[src/rtl/enr_pkg.sv]
`timescale 1ns / 1ps
`default_nettype none

package enr_pkg;

    // Node id space and the widths that follow from it.
    localparam int MAX_NODES = 1024;
    localparam int SLOT_W    = $clog2(MAX_NODES);

    // Fixed field widths of the stream interface.
    localparam int ID_W      = 11;
    localparam int CNT_W     = 11;
    localparam int CAP_W     = 64;
    localparam int S_DATA_W  = 88;
    localparam int M_DATA_W  = 104;
    localparam int M_USER_W  = 3;

    // Commands from the controller to the datapath.
    typedef struct packed {
        logic clear;     // write zero into the forward table at the sweep index
        logic capture;   // take the input transfer into the working registers
        logic tbl_rd;    // read the forward table at the current endpoint slot
        logic rev_rd;    // read the reverse table at the label just read
        logic resolve;   // decide hit or fresh label, write both tables on a miss
        logic sel_b;     // work on the second endpoint instead of the first
        logic load_out;  // move the finished result into the output register
    } enr_cmd_t;

endpackage

`default_nettype wire

[src/rtl/enr_ctrl.sv]
`timescale 1ns / 1ps
`default_nettype none

module enr_ctrl (
    input  wire logic           aclk,
    input  wire logic           aresetn,
    input  wire logic           s_tvalid,
    output logic                s_tready,
    output logic                m_tvalid,
    input  wire logic           m_tready,
    input  wire logic           ids_ok,
    input  wire logic           clr_last,
    output enr_pkg::enr_cmd_t   cmd
);
    import enr_pkg::*;

    typedef enum logic [2:0] {
        S_CLEAR,
        S_IDLE,
        S_RD,
        S_REV,
        S_RES,
        S_FIN
    } state_t;

    state_t state_reg;
    logic   sel_b_reg;
    logic   out_valid_reg;
    logic   out_free;

    assign out_free = !out_valid_reg || m_tready;
    assign s_tready = (state_reg == S_IDLE);
    assign m_tvalid = out_valid_reg;

    always_comb begin
        cmd          = '0;
        cmd.sel_b    = sel_b_reg;
        cmd.clear    = (state_reg == S_CLEAR);
        cmd.capture  = (state_reg == S_IDLE) && s_tvalid;
        cmd.tbl_rd   = (state_reg == S_RD);
        cmd.rev_rd   = (state_reg == S_REV);
        cmd.resolve  = (state_reg == S_RES);
        cmd.load_out = (state_reg == S_FIN) && out_free;
    end

    always_ff @(posedge aclk) begin
        if (!aresetn) begin
            state_reg     <= S_CLEAR;
            sel_b_reg     <= 1'b0;
            out_valid_reg <= 1'b0;
        end else begin
            if (out_valid_reg && m_tready) begin
                out_valid_reg <= 1'b0;
            end
            case (state_reg)
                S_CLEAR: begin
                    if (clr_last) begin
                        state_reg <= S_IDLE;
                    end
                end
                S_IDLE: begin
                    if (s_tvalid) begin
                        sel_b_reg <= 1'b0;
                        state_reg <= ids_ok ? S_RD : S_FIN;
                    end
                end
                S_RD: begin
                    state_reg <= S_REV;
                end
                S_REV: begin
                    state_reg <= S_RES;
                end
                S_RES: begin
                    if (sel_b_reg) begin
                        state_reg <= S_FIN;
                    end else begin
                        sel_b_reg <= 1'b1;
                        state_reg <= S_RD;
                    end
                end
                S_FIN: begin
                    if (out_free) begin
                        out_valid_reg <= 1'b1;
                        state_reg     <= S_IDLE;
                    end
                end
                default: begin
                    state_reg <= S_IDLE;
                end
            endcase
        end
    end

endmodule

`default_nettype wire

[config.mk]
export PLATFORM = sky130hd
export DESIGN_NAME = enr_ctrl
export DESIGN_NICKNAME = d
export VERILOG_FILES = /design/src/rtl/enr_pkg.sv /design/src/rtl/enr_ctrl.sv
export SDC_FILE = /design/constraint.sdc
export NUM_CORES = 1
export LEC_CHECK = 0
export BUFFER_PORTS_ARGS = -buffer_cell sky130_fd_sc_hd__buf_2
export CAP_MARGIN = 40
export CELL_PAD_IN_SITES_DETAIL_PLACEMENT = 0
export CELL_PAD_IN_SITES_GLOBAL_PLACEMENT = 2
export CORE_MARGIN = 4
export CORE_UTILIZATION = 21
export CTS_CLUSTER_SIZE = 30
export DETAILED_ROUTE_END_ITERATION = 8
export GPL_TIMING_DRIVEN = 0
export PLACE_DENSITY = 0.71
export SYNTH_ARGS = -nofsm -noshare
export SYNTH_HDL_FRONTEND = slang
export SYNTH_SLANG_ARGS = --single-unit
[constraint.sdc]
create_clock -name aclk -period 1.6 [get_ports aclk]
set_input_delay 0.24 -clock aclk [delete_from_list [all_inputs] [get_ports aclk]]
set_output_delay 0.24 -clock aclk [all_outputs]
set_load 0.02 [all_outputs]
---- Yosys cells after proc, flatten, opt, wreduce, memory -nomap -nowiden ----
Index checks and enable logic that the tools add are counted.
word-level totals
  bits in registers ....................... 5
  input bits .............................. 6
  logic and storage cells ................. 31
cells by class
  equality and inequality tests ........... 8
  mux-type cells .......................... 11
  reduce and logical (&&, ||, !) cells .... 9
operators by type and width
  operator                                       number
  case mux 3 bit (6 select lines)                1
  2-to-1 mux 3 bit                               5
  == test 3 x 2 -> 1 bit, second input constant  2
  == test 3 bit, second input constant           2
  inequality test 2 bit, second input constant   3
  2-to-1 mux 1 bit                               4
  == test 3 x 1 -> 1 bit, second input constant  1
  logical AND 1 bit                              3
  logical NOT 3 bit                              1
  AND reduction 3 bit                            1
  case mux 1 bit (2 select lines)                1
  AND reduction 2 bit                            1
  nonzero test 2 bit                             1
  logical NOT 1 bit                              1
  logical OR 1 bit                               1

---- Depth between registers and ports, before layout ----
  depth in word-level cells ............... 4
  depth in mapped cells ................... 5
  gate-level depth less buffers ........... 4

---- Worst setup path after synthesis ----
OpenSTA, ideal clock, no wires.
  path kind ............................... flip-flop to output port
  start ................................... register state_reg[1]
  end ..................................... output port cmd[5] (netlist bit)
  arrival ................................. 1.427 ns
  path slack .............................. -0.067 ns
  stages on the path, launching flop included .. 4
  cells stage by stage .................... dfxtp_1 > buf_2 > nor3b_1 > and2_1
RTL lines
  element                   line            RTL
  start: declaration        enr_ctrl.sv:26  state_t state_reg;
  start signal: assignment  enr_ctrl.sv:64  state_reg <= ids_ok ? S_RD : S_FIN;
  end: declaration          enr_ctrl.sv:13  output enr_pkg::enr_cmd_t cmd

==> flow_summary_export.csv <==
group,metric,value,unit
floorplan,core_area,0.00133,mm^2
route,finalWirelength,760,um
global_routing,grt.overflow.total,0,
sta,finalCritPeriodShare,96.1,%
sta,slew_violations,0,
pwr,p_per_area,767,mW/mm^2
clock_network,clk-insertion-delay-late,240,ps
placed_design,gp_congestion,0.715,
synthesis,netlist_area,303,um^2
sta,fin_skew,2.57,ps
cells_and_area,largest_reg_flops,3,
floorplan,fp.dieArea,0.00211,mm^2
global_routing,grt_max_degree,11,
pwr,p_leak,0.000229,uW
placed_design,portBuffers,14,
synthesis,syn_nets,41,
clock_network,cts_max_path_buffers,2,
sta,fmax,651,MHz
clock_network,cts_tree,"yes",
global_routing,antenna_found_initial,0,
synthesis,ys_types,24,
hold_path,hp-class,"in2reg",
global_routing,grt_pass1_vias,301,
global_routing,grt_pass1_wl,1130,um
synthesis,synth_warnings,0,
route,drc_errors,0,
synthesis,synth_area_leaders,"dfxtp_1, a21oi_1, buf_4, nor3b_1, nand2b_1",
cells_and_area,finalNetCount,60,
floorplan,rows,13,
setup_path,critPathRequiredTime,1360,ps
floorplan,ioPinCount,15,
clock_network,path_clk_slew,40,ps
sta,worstMarginPinSlew,269,ps
sta,slew_headroom,81.8,%
cells_and_area,fin_util,32.5,%
floorplan,die_h,46.0,um
clock_network,htreeDepth,1,
cells_and_area,area_growth,43.0,%
route,drt_first_iter_violations,4,
route,postRouteAntennaNets,0,
cells_and_area,layout.cells.most_common,"buf_2",
route,vias,318,
synthesis,synth_top_area_share,33.1,%
hold_path,hold_depth,2,
cells_and_area,layout-drive-gt1-share,49.1,%
setup_path,crit_path_end_kind,"output pin",
sta,min_period,1540,ps
synthesis,ys_ff_latch,5,
floorplan,start_util,22.7,%
synthesis,avgSynthCellArea,8.65,um^2
floorplan,die_w,46.0,um
pwr,vdd_drop_max,0.000323,V
clock_network,cts_root_buffer,"clkbuf_4",
clock_network,numClockSinks,5,
synthesis,synth_area_leader_cell,"dfxtp_1",
cells_and_area,fillers,152,
synthesis,synth_cells,35,
cells_and_area,final_cell_mix,"buf_2, dfxtp_1, buf_4, a21oi_1, clkbuf_4",
synthesis,yosysSeqAreaShare,33.1,%
cells_and_area,diodes,0,
sta,rsz0062_at_grt,"no",
placed_design,dp_hpwl,585,um
route,firstDrtPassIters,4,
sta,setup-tns-final,0,ps
sta,finalSetupViolCount,0,
route,viasPerCell,4.68,
clock_network,cts_hold_buf,0,
setup_path,worst-r2r-cell-count,5,
global_routing,grt_usage,7.88,%
outcome,status,"finished, final reports clean",
route,wl_per_cell,11.2,um
clock_network,cts_buffers,3,
setup_path,critPathKind,"reg2out",
setup_path,worstPathArrival,1300,ps
setup_path,start_kind,"flip-flop",
sta,hold_violations,0,
setup_path,crit_path_max_fanout,10,
flow_run,drv_cap,0,
worst max-delay path, stage by stage (launching register included):
cell and delay, ps:
dfxtp_1 290, buf_4 160, or3b_4 420, clkinv_2 60, buf_4 130
kinds of logic after synthesis:
logic type | count (synthesis) | share of synthesized area (%)
AO/OA/AOI/OAI | 11 | 28.1
buffers and inverters | 6 | 10.7
flip-flops | 5 | 33.1
AND/OR/NAND/NOR | 13 | 28.1
layout make-up:
| type | instances | area (um^2) | area share [%] |
|---|---|---|---|
| multi-input cells | 24 | 181 | 41.9 |
| flip-flops and latches | 5 | 101 | 23.4 |
| repair buffers | 14 | 72.6 | 16.8 |
| clock buffers | 4 | 26.3 | 6.07 |
| plain buffers | 3 | 20.0 | 4.62 |
| well taps | 15 | 18.8 | 4.34 |
| inverters | 3 | 12.5 | 2.89 |
per-layer routing:
layer  share of wire [%]  global-route usage, %
met5                   0                      0
met4                 1.1                   6.82
met3                 7.5                   4.74
met2                  48                   11.0
met1                  43                   8.16
synth_stat cells:
cell      n
and3_1    1
a31o_1    1
nand2b_1  2
dfxtp_1   5
nor2b_1   1
nor3_1    2
nor2_1    1
nand3b_1  1
o41ai_1   1
inv_1     2
or3b_4    1
a21bo_2   1
o21ai_0   1
buf_4     2
a311oi_1  1
nor3b_1   2
buf_2     1
a21oi_1   3
and2_1    1
and2_0    1
a21o_1    1
o311a_1   1
a32o_2    1
clkinv_2  1
where the power goes:
part	internal (uW)	switching (uW)
logic	27.3	32.3
registers	128	1.64
clock network	94.1	48.2
timing repair:
item	in CTS	in global routing
gates resized for setup	1	2
setup buffers	0	0
endpoints found under the setup margin	1	1
through the flow:
step | hold WS, ps | cell area [um^2] | instances | total power, uW | worst slack (ps)
final | 267 | 433 | 68 | 332 | 63.2
after global routing | 276 | 433 | 68 | 352 | 21.5
after CTS | 255 | 424 | 68 | 340 | 29.2
after detailed placement | 511 | 397 | 64 | 190 | 244
after global placement | 510 | 397 | 64 | 191 | 242
after floorplan | 371 | 308 | 35 | 170 | 211
worst paths after layout:
| check | from | endpoint | slack (ps) |
|---|---|---|---|
| max reg2reg | state_reg[1]$_SDFFE_PN0P_ | state_reg[2]$_SDFFE_PN0P_ | 350 |
| min | aresetn | state_reg[2]$_SDFFE_PN0P_ | 270 |
| min reg2reg | m_tvalid$_SDFF_PN0_ | m_tvalid$_SDFF_PN0_ | 530 |
| max | state_reg[0]$_SDFFE_PN0P_ | cmd[2] | 60 |
Note: power is estimated with default switching activity, not from simulation.
